$ cat src/design/aft_pkg.sv
// shared types and constants for the 3x4 affine transform unit
// no dependencies; imported by every module of the block
package aft_pkg;

    // request kind carried in the input tuser field
    typedef enum logic [1:0] {
        REQ_LOAD       = 2'd0,
        REQ_FORWARD    = 2'd1,
        REQ_INVERSE    = 2'd2,
        REQ_INV_ROTATE = 2'd3
    } req_t;

    localparam int MAT_ROWS    = 3;
    localparam int MAT_COLS    = 4;
    localparam int MAT_ENTRIES = MAT_ROWS * MAT_COLS;
    localparam int TRANS_COL   = 3;
    localparam int LANES       = 3;
    localparam int IDX_W       = 4;
    localparam int REQ_W       = 2;

    // per-stage load enables from the pipeline control
    typedef struct packed {
        logic s1;
        logic s2;
        logic s3;
        logic s4;
        logic out;
    } stage_en_t;

endpackage

$ cat src/design/aft_front.sv
// front end: input word register, matrix store and operand selection per mode
// depends on aft_pkg
module aft_front
    import aft_pkg::*;
#(
    parameter int DATA_WIDTH = 32
) (
    input  logic                         aclk,
    input  logic                         aresetn,
    input  stage_en_t                    en,
    input  logic                         load_en,
    input  logic [IDX_W-1:0]             load_idx,
    input  logic signed [DATA_WIDTH-1:0] load_value,
    input  req_t                         in_req,
    input  logic signed [DATA_WIDTH-1:0] in_vec  [LANES],
    output logic signed [DATA_WIDTH:0]   vop     [LANES],
    output logic signed [DATA_WIDTH-1:0] coef    [LANES][LANES],
    output logic signed [DATA_WIDTH-1:0] tadd    [LANES]
);

    localparam int VW = DATA_WIDTH + 1;

    logic signed [DATA_WIDTH-1:0] mat_reg  [MAT_ENTRIES];
    req_t                         req_reg;
    logic signed [DATA_WIDTH-1:0] vec_reg  [LANES];

    logic signed [VW-1:0]         vop_reg  [LANES];
    logic signed [VW-1:0]         vop_next [LANES];
    logic signed [DATA_WIDTH-1:0] coef_reg  [LANES][LANES];
    logic signed [DATA_WIDTH-1:0] coef_next [LANES][LANES];
    logic signed [DATA_WIDTH-1:0] tadd_reg  [LANES];
    logic signed [DATA_WIDTH-1:0] tadd_next [LANES];

    // matrix store, cleared at reset
    always_ff @(posedge aclk) begin
        if (!aresetn) begin
            for (int e = 0; e < MAT_ENTRIES; e++) begin
                mat_reg[e] <= '0;
            end
        end else if (load_en && (load_idx < IDX_W'(MAT_ENTRIES))) begin
            mat_reg[load_idx] <= load_value;
        end
    end

    always_ff @(posedge aclk) begin
        if (en.s1) begin
            req_reg <= in_req;
            vec_reg <= in_vec;
        end
    end

    // operands: forward uses rows of R, the inverse modes use columns
    always_comb begin
        unique case (req_reg)
            REQ_FORWARD: begin
                for (int i = 0; i < LANES; i++) begin
                    vop_next[i]  = VW'(vec_reg[i]);
                    tadd_next[i] = mat_reg[i*MAT_COLS+TRANS_COL];
                    for (int k = 0; k < LANES; k++) begin
                        coef_next[i][k] = mat_reg[i*MAT_COLS+k];
                    end
                end
            end
            REQ_INVERSE: begin
                for (int i = 0; i < LANES; i++) begin
                    vop_next[i]  = VW'(vec_reg[i]) - VW'(mat_reg[i*MAT_COLS+TRANS_COL]);
                    tadd_next[i] = '0;
                    for (int k = 0; k < LANES; k++) begin
                        coef_next[i][k] = mat_reg[k*MAT_COLS+i];
                    end
                end
            end
            REQ_LOAD, REQ_INV_ROTATE: begin
                for (int i = 0; i < LANES; i++) begin
                    vop_next[i]  = VW'(vec_reg[i]);
                    tadd_next[i] = '0;
                    for (int k = 0; k < LANES; k++) begin
                        coef_next[i][k] = mat_reg[k*MAT_COLS+i];
                    end
                end
            end
        endcase
    end

    always_ff @(posedge aclk) begin
        if (en.s2) begin
            vop_reg  <= vop_next;
            coef_reg <= coef_next;
            tadd_reg <= tadd_next;
        end
    end

    assign vop  = vop_reg;
    assign coef = coef_reg;
    assign tadd = tadd_reg;

endmodule

$ cat config.mk
export PLATFORM = sky130hd
export DESIGN_NAME = aft_front
export DESIGN_NICKNAME = d
export VERILOG_FILES = /design/src/design/aft_pkg.sv /design/src/design/aft_front.sv
export SDC_FILE = /design/constraint.sdc
export NUM_CORES = 1
export LEC_CHECK = 0
export BUFFER_PORTS_ARGS = -buffer_cell sky130_fd_sc_hd__buf_2
export CAP_MARGIN = 20
export CELL_PAD_IN_SITES_DETAIL_PLACEMENT = 0
export CELL_PAD_IN_SITES_GLOBAL_PLACEMENT = 1
export CORE_MARGIN = 2
export CORE_UTILIZATION = 40
export CTS_BUF_LIST = sky130_fd_sc_hd__clkbuf_4 sky130_fd_sc_hd__clkbuf_8
export CTS_CLUSTER_SIZE = 28
export DETAILED_ROUTE_END_ITERATION = 12
export GPL_TIMING_DRIVEN = 1
export PLACE_DENSITY = 0.68
export SYNTH_ARGS = -nofsm -noshare
export SYNTH_HDL_FRONTEND = slang
export SYNTH_SLANG_ARGS = --single-unit
$ cat constraint.sdc
create_clock -name aclk -period 4.55 [get_ports aclk]
set_input_delay 0.91 -clock aclk [delete_from_list [all_inputs] [get_ports aclk]]
set_output_delay 0.91 -clock aclk [all_outputs]
set_load 0.01 [all_outputs]
* After elaboration in Yosys (flattened, before gate mapping)
Memories as Yosys holds them, arrays and structs flattened.
Index checks and enable logic that the tools add are counted.
** Word-level totals
- RAM bits :: 384
- Input port bits :: 142
- Logic and storage cells :: 42
- Memories :: 1
- Bits in registers :: 581
- Output and inout port bits :: 483
** Memory list
- mat_reg :: depth 12, bits a word 32, rd ports 12, clocked after Yosys merged registers in 0, wr ports 12, RTL line aft_front.sv:23 : logic signed [DATA_WIDTH-1:0] mat_reg [MAT_ENTRIES];
** Cells by class
- Reductions and logical operators :: 5
- Multiplexer cells :: 10
- Order comparisons :: 1
- Equality and inequality tests :: 3
- Add/sub/neg operators :: 3
** Operators by type and width (count)
- $pmux W288 S2 :: 1
- $pmux W99 S2 :: 1
- $pmux W96 S2 :: 1
- $sub A32 B32 Y33 :: 3
- $mux W32 :: 1
- $reduce_or A32 Y1 :: 1
- $reduce_or A3 Y1 :: 2
- $mux W1 :: 5
- $eq A2 B2 Y1 const B :: 2
- $lt A4 B4 Y1 const B :: 1
- $mux W4 :: 1
- $eq A2 B1 Y1 const B :: 1
- $logic_not A2 Y1 :: 1
- $logic_and A1 B1 Y1 :: 1

* Longest topological paths before layout
- Word-level depth :: 7
- Mapped depth :: 11
- Gate-level depth less buffers :: 11

* Worst setup path before layout
No wires, ideal clock.
- Path type :: input-to-reg
- Start :: in load_idx[3]
- End :: mem mat_reg[1][0], enable pin
- Data required time :: 4.084 ns
- Path slack :: 0.351 ns
- Buffers on the path :: 1
- Library setup time :: 0.466 ns
- Arrival :: 3.733 ns
- Cell stages on the path :: 3
- Cell sequence :: or3_1 -> clkbuf_1 -> o21ai_0
** RTL lines
- from (decl) :: RTL line aft_front.sv:12 : input logic [IDX_W-1:0] load_idx,
- to (decl) :: RTL line aft_front.sv:23

==> metrics.txt <==
status finished clean; final routed DRC violation total 0; post-CTS resize count 0; Worst Reg-to-Reg Cells 10; Placement Setup Slack 1.046 ns; # clock sinks 965; Max Cap Violations 0; gr usage total 23.57%; FF+latch count, synth 965; root buf cell clkbuf_8; Startpoint Class register; Initial Util 40.45%; global-route wire length before repair 176900 um; dpl cells 4713; CP Capture Point vop[96]; ys flop type edfxtp_1; Ys Warns 0; Inserted Clock Buffers 165; core footprint 102000 um^2; Max H-tree Level 4; reg-to-reg slack, setup 1.17 ns; Die Area 105800 um^2; Die H 325.2 um; worst-skew pair later-pin latency 0.84 ns; Post-Syn Area 41270 um^2; most frequent CP cell a211oi_2; Post-synth EDFFs 965; synth unique cells 74; clock skew 0.03970 ns; crit share post-route 74.24%; pwr dens 425.0 nW/um^2; final WL 126800 um; cells along the critical path ha_1, fa_1, and2b_1, o211ai_1, a211oi_2, o21ai_0, a211oi_2, o21ai_1, o2111a_1, a221o_1; Critical Path Max Stage Delay 0.42 ns; initial antenna violation count 37; unrepaired setup endpoints after global routing false; Hold/Removal Path Class in2reg; Async SR Flop Fraction 0%; hold_buf cts 0; Die Wd 325.2 um; Critical R2R Capture vop[96]; Finished Layout Cells 5023; Final Hold Vio Count 0; Max clock buf depth 3; Cell Rows 117; number of I/O pins 625; Area Overhead vs Synth 19.92%; DR iter-0 viols 2143; port bufs 621; Worst Tran Pin Value 0.9853 ns; dpl hpwl 85130 um; slowest CP cell fa_1; DR pass1 iterations 5; Worst Setup End Kind register; DR WL/cell 25.25 um; sequential-to-total area share from yosys stat 70.22%; CTS clk-pin slew, worst paths 0.06 ns; Final Setup Violations 0; vias in the first global route 25280; worst setup margin 1.172 ns; R2R Path Start mat_reg[3][0]; post-CTS setup buffer count 0; setup_tns 0 ns; Max Freq 0.2961 GHz; worst setup path start mat_reg[3][0]; number of flip-flops in the largest register 384; Syn Nets 3060; TritonCTS clock tree built; total grt overflow 0; kind of critical path reg2reg; Lkg Pwr 19.46 nW; Period minus WS final 3.378 ns; Syn Area/Cell 14.64 um^2; Worst Path Arrival 3.93 ns; fin nets 3753; Post-DRT Antenna Nets 0; largest net degree at the start of global routing 93; Data required, critical path 5.11 ns; Post-Synthesis Cells 2819; worst vdd ir 0.3508 mV; crit-path max FO 5; worst rel slew slack 34.16%; via/cell ratio 5.061; Slew Limit Fails 0; via count 25420; routability cong. 0.8875; layout cells sized above 1 32.32%; Core Util, Final 48.51%
==> layout by cell type, fill, tap and decap left out, types with 6 or more instances in the layout <==
cell / count
clkinv_2: 24
and2_1: 485
nor2_1: 52
o31ai_1: 19
ha_1: 96
nand2_1: 146
diode_2: 19
a211oi_1: 11
nand4_1: 17
o211ai_1: 14
a21o_1: 47
inv_1: 126
nand2b_1: 11
xor2_1: 21
buf_4: 40
or3_1: 6
clkbuf_4: 51
mux2_2: 197
edfxtp_1: 965
and3_1: 10
o21ai_0: 106
a211o_1: 7
clkinv_1: 33
o21bai_1: 11
o21ai_4: 9
buf_12: 12
nand3_1: 24
nor3b_1: 9
o21a_1: 22
xnor2_1: 36
clkbuf_8: 168
nor2b_1: 11
a31oi_1: 8
or2_2: 6
buf_2: 619
nor2_2: 8
nor3_1: 24
a21oi_1: 81
==> through the flow <==
step                area, um^2  power (mW)  hold WS (ns)
floorplan                41270       12.30        0.4003
global placement         46260       13.51        0.4012
detailed placement       46260       13.52        0.4045
CTS                      49440       21.28        0.1583
global route             49470       21.88        0.2003
finish                   49490       21.03        0.2610
==> where the power goes <==
| part | leakage, nW | switching [mW] | internal, mW | total (mW) |
|---|---|---|---|---|
| combinational | 8.32 | 1.61 | 0.956 | 2.56 |
| clock | 1.70 | 3.60 | 4.10 | 7.70 |
| sequential | 9.44 | 0.267 | 10.5 | 10.8 |
| total | 19.5 | 5.47 | 15.6 | 21.0 |
==> cell type report <==
class                      instances  area [um^2]
clock inverter                    72        490.5
multi-input combinational       1582        11440
fill                            8961        52540
inverter                         126        473.0
timing repair buffer             672         3654
antenna                           19        47.55
sequential                       965        28980
tap                             1368         1712
clock buffer                     219         2695
==> worst min-delay path by stage <==
stage	startpoint	end	slack, ns	cells after the start
6_report	in_vec[55]	vec_reg[55]	0.26	1
5_1_grt	in_vec[34]	vec_reg[34]	0.20	1
4_1_cts	in_vec[57]	vec_reg[57]	0.16	1
3_5_place_dp	mat_reg[10][0]	coef[0]	0.40	0
3_3_place_gp	mat_reg[10][28]	coef[28]	0.40	0
2_1_floorplan	mat_reg[10][0]	coef[0]	0.40	0
==> critical path: cells and delay by family (launching register included) <==
kind / cells / cell delay, ns
compound gates: 7 / 1.83
fa+ha+maj: 2 / 0.66
flops: 1 / 0.40
simple gates: 1 / 0.23
==> synthesized netlist by cell type, drive strengths merged (12+ instances only) <==
master,count,area [um^2]
mux2,197,2218
nor3,27,135.1
o211ai,14,105.1
o31ai,20,163.9
o21a,23,173.9
edfxtp,965,28980
inv,126,473.0
a211oi,14,120.1
clkbuf,135,506.7
ha,96,1201
xnor2,36,315.3
o21ai,119,595.6
and2,485,3034
nand3,24,120.1
xor2,21,183.9
nor2b,13,81.33
a21o,47,352.8
o21bai,12,93.84
a21oi,81,405.4
nand2b,15,93.84
nand4,17,106.4
nor2,61,229.0
nand2,147,554.3
==> cell families (layout without fill, tap and decap cells) <==
logic type                 after synthesis  count (layout)  synth area share (%)
DFF                                    965             965                 70.22
and+or+nand+nor                        830             830                 11.27
AOI/OAI and AO/OA                      396             396                 6.324
buffers and inverters                  272            1089                 2.477
muxes                                  200             200                 5.448
adders and majority gates               99              99                 3.056
xor gates and xnor gates                57              57                 1.210
other                                    0              19                     0
==> routing by layer <==
layer  vias to the layer above  global-route usage (%)  part of all wire, %
li1                      11740                       -                    -
met1                     12430                   29.60                   39
met2                      1040                   38.66                   48
met3                       192                   7.098                  9.8
met4                        12                   8.313                  2.7
met5                         -                       0                0.063
(Power assumes the default switching activity.)
