===== src/design/aft_pkg.sv =====
// shared types and constants for the 3x4 affine transform unit
// no dependencies; imported by every module of the block
package aft_pkg;

    // request kind carried in the input tuser field
    typedef enum logic [1:0] {
        REQ_LOAD       = 2'd0,
        REQ_FORWARD    = 2'd1,
        REQ_INVERSE    = 2'd2,
        REQ_INV_ROTATE = 2'd3
    } req_t;

    localparam int MAT_ROWS    = 3;
    localparam int MAT_COLS    = 4;
    localparam int MAT_ENTRIES = MAT_ROWS * MAT_COLS;
    localparam int TRANS_COL   = 3;
    localparam int LANES       = 3;
    localparam int IDX_W       = 4;
    localparam int REQ_W       = 2;

    // per-stage load enables from the pipeline control
    typedef struct packed {
        logic s1;
        logic s2;
        logic s3;
        logic s4;
        logic out;
    } stage_en_t;

endpackage


===== src/design/aft_merge.sv =====
// merge stage: packs the lane results and folds their clamp flags into one
// depends on aft_pkg
module aft_merge
    import aft_pkg::*;
#(
    parameter int DATA_WIDTH = 32,
    parameter int OUT_W      = 96
) (
    input  logic                         aclk,
    input  stage_en_t                    en,
    input  logic signed [DATA_WIDTH-1:0] lane_value [LANES],
    input  logic [LANES-1:0]             lane_flag,
    output logic [OUT_W-1:0]             out_data,
    output logic                         out_ovf
);

    logic [OUT_W-1:0] data_reg;
    logic [OUT_W-1:0] data_next;
    logic             ovf_reg;

    always_comb begin
        data_next = '0;
        for (int k = 0; k < LANES; k++) begin
            data_next[k*DATA_WIDTH +: DATA_WIDTH] = lane_value[k];
        end
    end

    always_ff @(posedge aclk) begin
        if (en.out) begin
            data_reg <= data_next;
            ovf_reg  <= |lane_flag;
        end
    end

    assign out_data = data_reg;
    assign out_ovf  = ovf_reg;

endmodule


===== config.mk =====
export PLATFORM = sky130hd
export DESIGN_NAME = aft_merge
export DESIGN_NICKNAME = d
export VERILOG_FILES = /design/src/design/aft_pkg.sv /design/src/design/aft_merge.sv
export SDC_FILE = /design/constraint.sdc
export NUM_CORES = 1
export LEC_CHECK = 0
export ABC_AREA = 1
export BUFFER_PORTS_ARGS = -buffer_cell sky130_fd_sc_hd__buf_4
export CAP_MARGIN = 30
export CORE_AREA = 4 4 91 93
export DETAILED_ROUTE_END_ITERATION = 12
export DIE_AREA = 0 0 95 97
export GPL_ROUTABILITY_DRIVEN = 0
export PLACE_DENSITY = 0.75
export SLEW_MARGIN = 10
export SYNTH_ARGS = -nofsm -noshare
export SYNTH_HDL_FRONTEND = slang
export SYNTH_SLANG_ARGS = --single-unit
export TNS_END_PERCENT = 50

===== constraint.sdc =====
create_clock -name aclk -period 0.8 [get_ports aclk]
set_input_delay 0.12 -clock aclk [delete_from_list [all_inputs] [get_ports aclk]]
set_output_delay 0.12 -clock aclk [all_outputs]
set_load 0.005 [all_outputs]

Word-level counts from Yosys, hierarchy flattened --
Cells that the tools add are included.
Word-level totals: logic and storage cells 3, register bits 97, output and inout port bits 97, input bits 105
Operators by class: reduce and logical (&&, ||, !) cells 1
Operators by type and width (number):
- OR reduction 3 bit | 1

Depth between registers and ports, before layout --
Gate-level depths: netlist of run 1.
word-level depth 1, gate-level depth with buffers 2

Worst setup path before layout of run 1 --
OpenSTA, ideal clock, no wires.
path type input port to flip-flop, from in lane_flag[1], to reg ovf_reg (netlist: out_ovf) (data pin), arrival time 0.238 ns, cell stages on the path 2, slack 0.308 ns, data required time 0.546 ns, buffers on the path 0, path through nor2_1 -> nand2_1
Between the ends: cells in the longest elaborated chain, start to end 1
Ends and longest elaborated chain:
- start, declared | RTL line aft_merge.sv:12 | input logic [LANES-1:0] lane_flag,
- OR reduction 3 bit | RTL line aft_merge.sv:31 | ovf_reg <= |lane_flag;
- end signal, assigned | RTL line aft_merge.sv:31
- end, declared | RTL line aft_merge.sv:19 | logic ovf_reg;
No other way between the ends. A chain may end at the register's enable or synchronous reset.

Final worst setup path of run 1 --
from reg data_reg[86] (netlist: out_data[86]), to out out_data[86]
RTL lines:
- start, declared | RTL line aft_merge.sv:17 | logic [OUT_W-1:0] data_reg;
- start signal, assigned | RTL line aft_merge.sv:30 | data_reg <= data_next;
- end, declared | RTL line aft_merge.sv:13 | output logic [OUT_W-1:0] out_data,
No word-level cell between the ends.

==> impl_results.md, run 1 <==
- Outcome: complete, but fails checks
- Failing checks: setup timing
- Clk sinks: 97
- DIE WIDTH: approximately 95 um
- Synth Instances: 100
- Initial antenna violation count: 0
- Via density: ~4.3
- Antenna Cells: 0
- Largest net degree at the start of global routing: 27
- Period utilisation layout: 1.29
- DR WL met3: about 760 um
- Share of cells above drive strength 1: 0.529
- Final setup margin: -234 ps
- CP max stage cell: edfxtp_1
- Avg Cell Area, Syn: 29.2 um^2
- Share of the synthesized area in the top cell type: 0.996
- Routed wire length: 9300 um
- RSZ-0062 raised after global routing: yes
- Top Ports: 202
- GRT Total Usage: 0.199
- Hpwl dp: between 5000 and 6000 um
- Comb pwr share: 0.159
- Final instance count without filler cells: 518
- Worst path depth: 1
- Worst min-delay path class: in -> reg
- Slew Limit Fails: 0
- Crit start category: flop
- Utilization after layout: 0.788
- CP Buf/Inv Count: 1
- Internal: about 8.4 mW
- Global-route wire length before repair: roughly 13000 um
- Max_cap viols: 0
- PwrDens: ~1800 nW/um^2
- Post-layout nets: between 500 and 600
- Post-CTS Setup Bufs: 0
- Fillers: around 420
- Top post-synthesis cells by area: edfxtp_1, inv_1, nand2_1
- CTS max path bufs: 2
- Met1 WL: 2870 um
- Sequential share of power: 0.581
- Worst vdd ir: 1390 uV
- DRT iter0 DRCs: 66
- Max_slew headroom: 0.891
- DIE AREA: ~9000 um^2
- Post-synthesis sequential element count: 97
- Clock slew at reported path FFs: ~90 ps
- Final ANT Viol Nets: 0
- Site Rows: 32
- Total CTS buffers: 9
- Max Used Layer: met4
- Leak Pwr: 2.49 nW
- Worst slack, placed: -34.5 ps
- YS warnings: 0
- Top delay family on crit path: flip-flops
- Sw Share: 0.216
- Final period demand of the worst path: 1030 ps
- Number of global-route vias before repair: approximately 2600
- Detailed Routing Iterations Pass 1: 4
- Die Y: between 90 and 100 um
- CP endpoint kind: primary output
- P&R area growth vs syn: 103%
- Finish-stage setup viols: 97
- Crit path launch: out_data[86]$_DFFE_PP_
- Maximum fanout along the worst path: 1
- Initial Utilization: 0.388
- Crit path to: out_data[86]
- Overflow after GRT: 0
- Worst Path Arrival: a little over 900 ps
- Critical Path RT: approximately 680 ps
- # DRC: 0
- Critical path class: reg -> out
- Post-synth top area cell: edfxtp_1
- Slew @ Worst Pin: 164 ps
- Fmax: 0.967 GHz
- Placed instance count: between 400 and 500
- Mapped cell area: a little under 3000 um^2
- Drt wl/cell: 17.9 um
- Psw: 2.30 mW
- Core box area: roughly 7500 um^2
- Synth cell types: 4
- Port bufs: about 200
- Hold Fails Final Rpt: 0
- Setup TNS: -17670 ps
- Tot Pwr: about 11 mW
- Worst-path cell chain: buf_6
- Slowest stage delay, CP: 440 ps
- Detailed-route via count: 2228
- Syn_nets: 205
- Met2 wire len: roughly 5400 um
- Register area share after synthesis: 0.996
- Clock H-tree levels: 3
- CTS tree: done
- Part of the power in the clock network: 0.259
- Root Buffer: clkbuf_8
==> power groups by stage <==
stage,Combinational (mW),Sequential [mW],Clock [mW]
after global placement,1.18,6.24,0
final,1.70,6.19,2.76
after floorplan,0.00268,6.31,0
after detailed placement,1.20,6.26,0
after global routing,1.80,6.23,3.07
after CTS,1.61,6.15,2.82
==> repair_timing <==
item / in CTS / in global routing
gates resized for setup: 10 / 34
endpoints found under the hold margin: 96 / 0
endpoints found under the setup margin: 97 / 97
hold buffers: 96 / 0
==> routing by layer <==
| metal | vias to the layer above | GRT usage |
|---|---|---|
| met4 | 0 | 0.0855 |
| met2 | 117 | 0.386 |
| met5 | - | 0 |
| met3 | 18 | 0.0591 |
| li1 | 1025 | - |
| met1 | 1068 | 0.185 |
==> worst min-delay path by stage <==
stage | start | endpoint | slack [ps] | depth (start not counted)
5_1_grt | lane_flag[0] | out_ovf$_DFFE_PP_ | 4 | 3
6_report | lane_flag[0] | out_ovf$_DFFE_PP_ | 30 | 3
3_3_place_gp | lane_value[94] | out_data[30]$_DFFE_PP_ | 300 | 1
2_1_floorplan | lane_value[64] | out_data[0]$_DFFE_PP_ | 220 | 0
3_5_place_dp | lane_value[40] | out_data[40]$_DFFE_PP_ | 300 | 1
4_1_cts | lane_flag[0] | out_ovf$_DFFE_PP_ | 2 | 3
==> logic make-up (layout without fill, tap and decap cells) <==
kind of cell           count (synthesis)  in the layout  share of synthesized area
and+or+nand+nor                        2              2                    0.00256
buffers and inverters                  1            317                    0.00128
DFF                                   97             97                      0.996
==> flip-flops by register name (all words and copies together) (netlist names) <==
register / count
out_ovf: 1
out_data: 96
==> synthesized netlist by cell type <==
library cell  instances
edfxtp_1             97
inv_1                 1
nand2_1               1
nor2_1                1
==> tightest hold or removal path, cell delays in order <==
cell and delay [ps]:
buf_4 80, nor2_1 30, nand2_1 40
==> placed cells by master, fill, tap and decap left out, drive strengths merged <==
master	count
buf	204
edfxtp	97
dlygate4sd3	96
clkbuf	9
clkinv	3
clkinvlp	3
inv	2
nor2	1
nand2	1
==> stage by stage <==
step	instance area, um^2	hold slack, ps
floorplan	2920	219
global placement	4630	298
detailed placement	4630	299
CTS	5800	2.03
global route	5930	3.69
finish	5930	31.3
==> final cells by class <==
type                            instances  area [um^2]  share of cell area
Sequential cell                        97         2910               0.491
Timing Repair Buffer                  300         2710               0.457
Tap cell                              102          128              0.0215
Clock buffer                            9          124              0.0209
Clock inverter                          7         46.3             0.00781
Multi-Input combinational cell          2         7.51             0.00127
Inverter                                1         3.75            0.000633
Power figures use the tool's default switching activity.
==> run 2, diff against run 1 <==
--- a/config.mk
+++ b/config.mk
@@ -8,11 +8,12 @@
 export ABC_AREA = 1
 export BUFFER_PORTS_ARGS = -buffer_cell sky130_fd_sc_hd__buf_4
 export CAP_MARGIN = 30
-export CORE_AREA = 4 4 91 93
+export CORE_AREA = 4 4 87 89
 export DETAILED_ROUTE_END_ITERATION = 12
-export DIE_AREA = 0 0 95 97
+export DIE_AREA = 0 0 91 93
 export GPL_ROUTABILITY_DRIVEN = 0
-export PLACE_DENSITY = 0.75
+export PLACE_DENSITY = 0.82
+export REMOVE_ABC_BUFFERS = 1
 export SLEW_MARGIN = 10
 export SYNTH_ARGS = -nofsm -noshare
 export SYNTH_HDL_FRONTEND = slang
==> constraint.sdc (replaced) <==
create_clock -name aclk -period 1.3 [get_ports aclk]
set_input_delay 0.195 -clock aclk [delete_from_list [all_inputs] [get_ports aclk]]
set_output_delay 0.195 -clock aclk [all_outputs]
set_load 0.005 [all_outputs]
==> run 2 against run 1 <==
The flow now finishes without violations. Combinational power shrank 53%. Global-route usage fell by 1.8 points. Hold slack got worse by 8.8 ps. Flip-flop and latch count unchanged. Sequential power fell by 39%. Die area is 8.2% lower. Utilization down 3.1 points. Setup slack better by 450 ps. Count of clock-buffer cells in the layout is 1 higher. Critical endpoint is now out_data[0]. Highest routed layer unchanged.
==> impl_results.md, run 2 (synthesis results as in run 1) <==
- Grt met1 use: 0.175
- Antenna Cells: 0
- Worst min-delay path class: in -> reg
- CTS Hold Bufs: 17
- Share of cells above drive strength 1: 0.604
- Final period demand of the worst path: 1090 ps
- Met3 usage: 0.0837
- DIE WIDTH: around 90 um
- Site Rows: 30
- Top Ports: 202
- Maximum fanout along the worst path: 1
- GRT Total Usage: 0.181
- Number of global-route vias before repair: 2134
- Max_cap viols: 0
- Clk sinks: 97
- Slew Limit Fails: 0
- CTS tree: done
- Detailed Routing Iterations Pass 1: 4
- CTS max path bufs: 2
- Crit start category: flop
- Outcome: finished, final reports clean
- Total CTS buffers: 9
- Post-CTS Resized: 0
- Most common cell after layout, fill and taps aside: buf_4
- GR Layer Usage met2: 0.321
- CP endpoint kind: primary output
- Busiest grt layer: met2
- Initial antenna violation count: 0
- Routed wire length: ~7900 um
- P&R area growth vs syn: 74.9%
- Global-route wire length before repair: between 10000 and 15000 um
- Max_slew headroom: 0.826
- Port bufs: approximately 200
- CP max stage cell: edfxtp_1
- Root Buffer: clkbuf_8
- Fmax: approximately 0.92 GHz
- # DRC: 0
- Top delay family on crit path: flip-flops
- Final ANT Viol Nets: 0
- CP Buf/Inv Count: 1
- Setup TNS: 0 ps
- Die Y: roughly 93 um
- Hold Fails Final Rpt: 0
- Clock H-tree levels: 3
- Period utilisation layout: 0.837
- Initial Utilization: 0.433
- Core box area: around 6800 um^2
- Utilization after layout: 0.757
- Drt wl/cell: between 15 and 20 um
- Clock slew at reported path FFs: 90 ps
- Number of flip-flops in the largest register: 96
- Final setup margin: roughly 210 ps
- Commonest non-fill, non-tap cells in the layout: buf_4, edfxtp_1, dlygate4sd3_1, clkbuf_8
- Critical path class: reg -> out
- Slowest stage delay, CP: around 400 ps
- Via density: between 4 and 5
- Leak Pwr: 2.17 nW
- Worst-path cell chain: buf_4
- Worst slack, placed: a little over 300 ps
- Post-CTS Setup Bufs: 0
- RSZ-0062 raised after global routing: no
- PwrDens: ~1300 nW/um^2
- Worst vdd ir: around 900 uV
- DRT iter0 DRCs: between 50 and 60
- Post-layout nets: ~450
- Largest net degree at the start of global routing: roughly 50
- DIE AREA: roughly 8500 um^2
- Detailed-route via count: between 1500 and 2000
- Critical Path RT: around 1100 ps
- Finish-stage setup viols: 0
- Placed cell area: 4540 um^2
- Slew @ Worst Pin: around 260 ps
- Worst Path Arrival: 890 ps
- Final instance area: 5110 um^2
- Overflow after GRT: 0
[run 2: changes by cell type in the layout (fill, tap and decap cells not counted), moves of 3 or more]
| cell | change |
|---|---|
| dlygate4sd3_1 | -60 |
| buf_6 | -44 |
| buf_4 | +41 |
| clkinv_2 | -3 |
[run 2: power breakdown]
part           internal [mW]  total, mW  switching [mW]
Combinational          0.539      0.807           0.268
Clock                   1.07       2.02           0.952
Sequential              3.71       3.78          0.0719
[run 2: path summary, 6_finish.rpt]
check                             start                     end  slack [ps]  cells after the start
setup / recovery  out_data[0]$_DFFE_PP_             out_data[0]         210                      1
hold / removal           lane_value[13]  out_data[77]$_DFFE_PP_          20                      1
[run 2: final cells by class]
type,count,area (um^2)
Inverter,1,3.75
Clock buffer,10,128
Multi-Input combinational cell,2,7.51
Tap cell,80,100
Clock inverter,6,82.6
Sequential cell,97,2910
Fill cell,403,1640
Timing Repair Buffer,235,1880
[run 2: per-stage QoR]
step                power [mW]  instances  hold WS [ps]
finish                    6.61        431          22.6
detailed placement        4.58        379           374
global route              6.88        431         0.174
CTS                       6.63        412       0.00619
global placement          4.54        379           373
floorplan                 3.88        100           294
[run 2: routing by layer]
layer	vias to the layer above	part of all wire
li1	893	-
met1	903	0.32
met2	129	0.54
met3	15	0.11
met4	0	0.022
met5	-	0
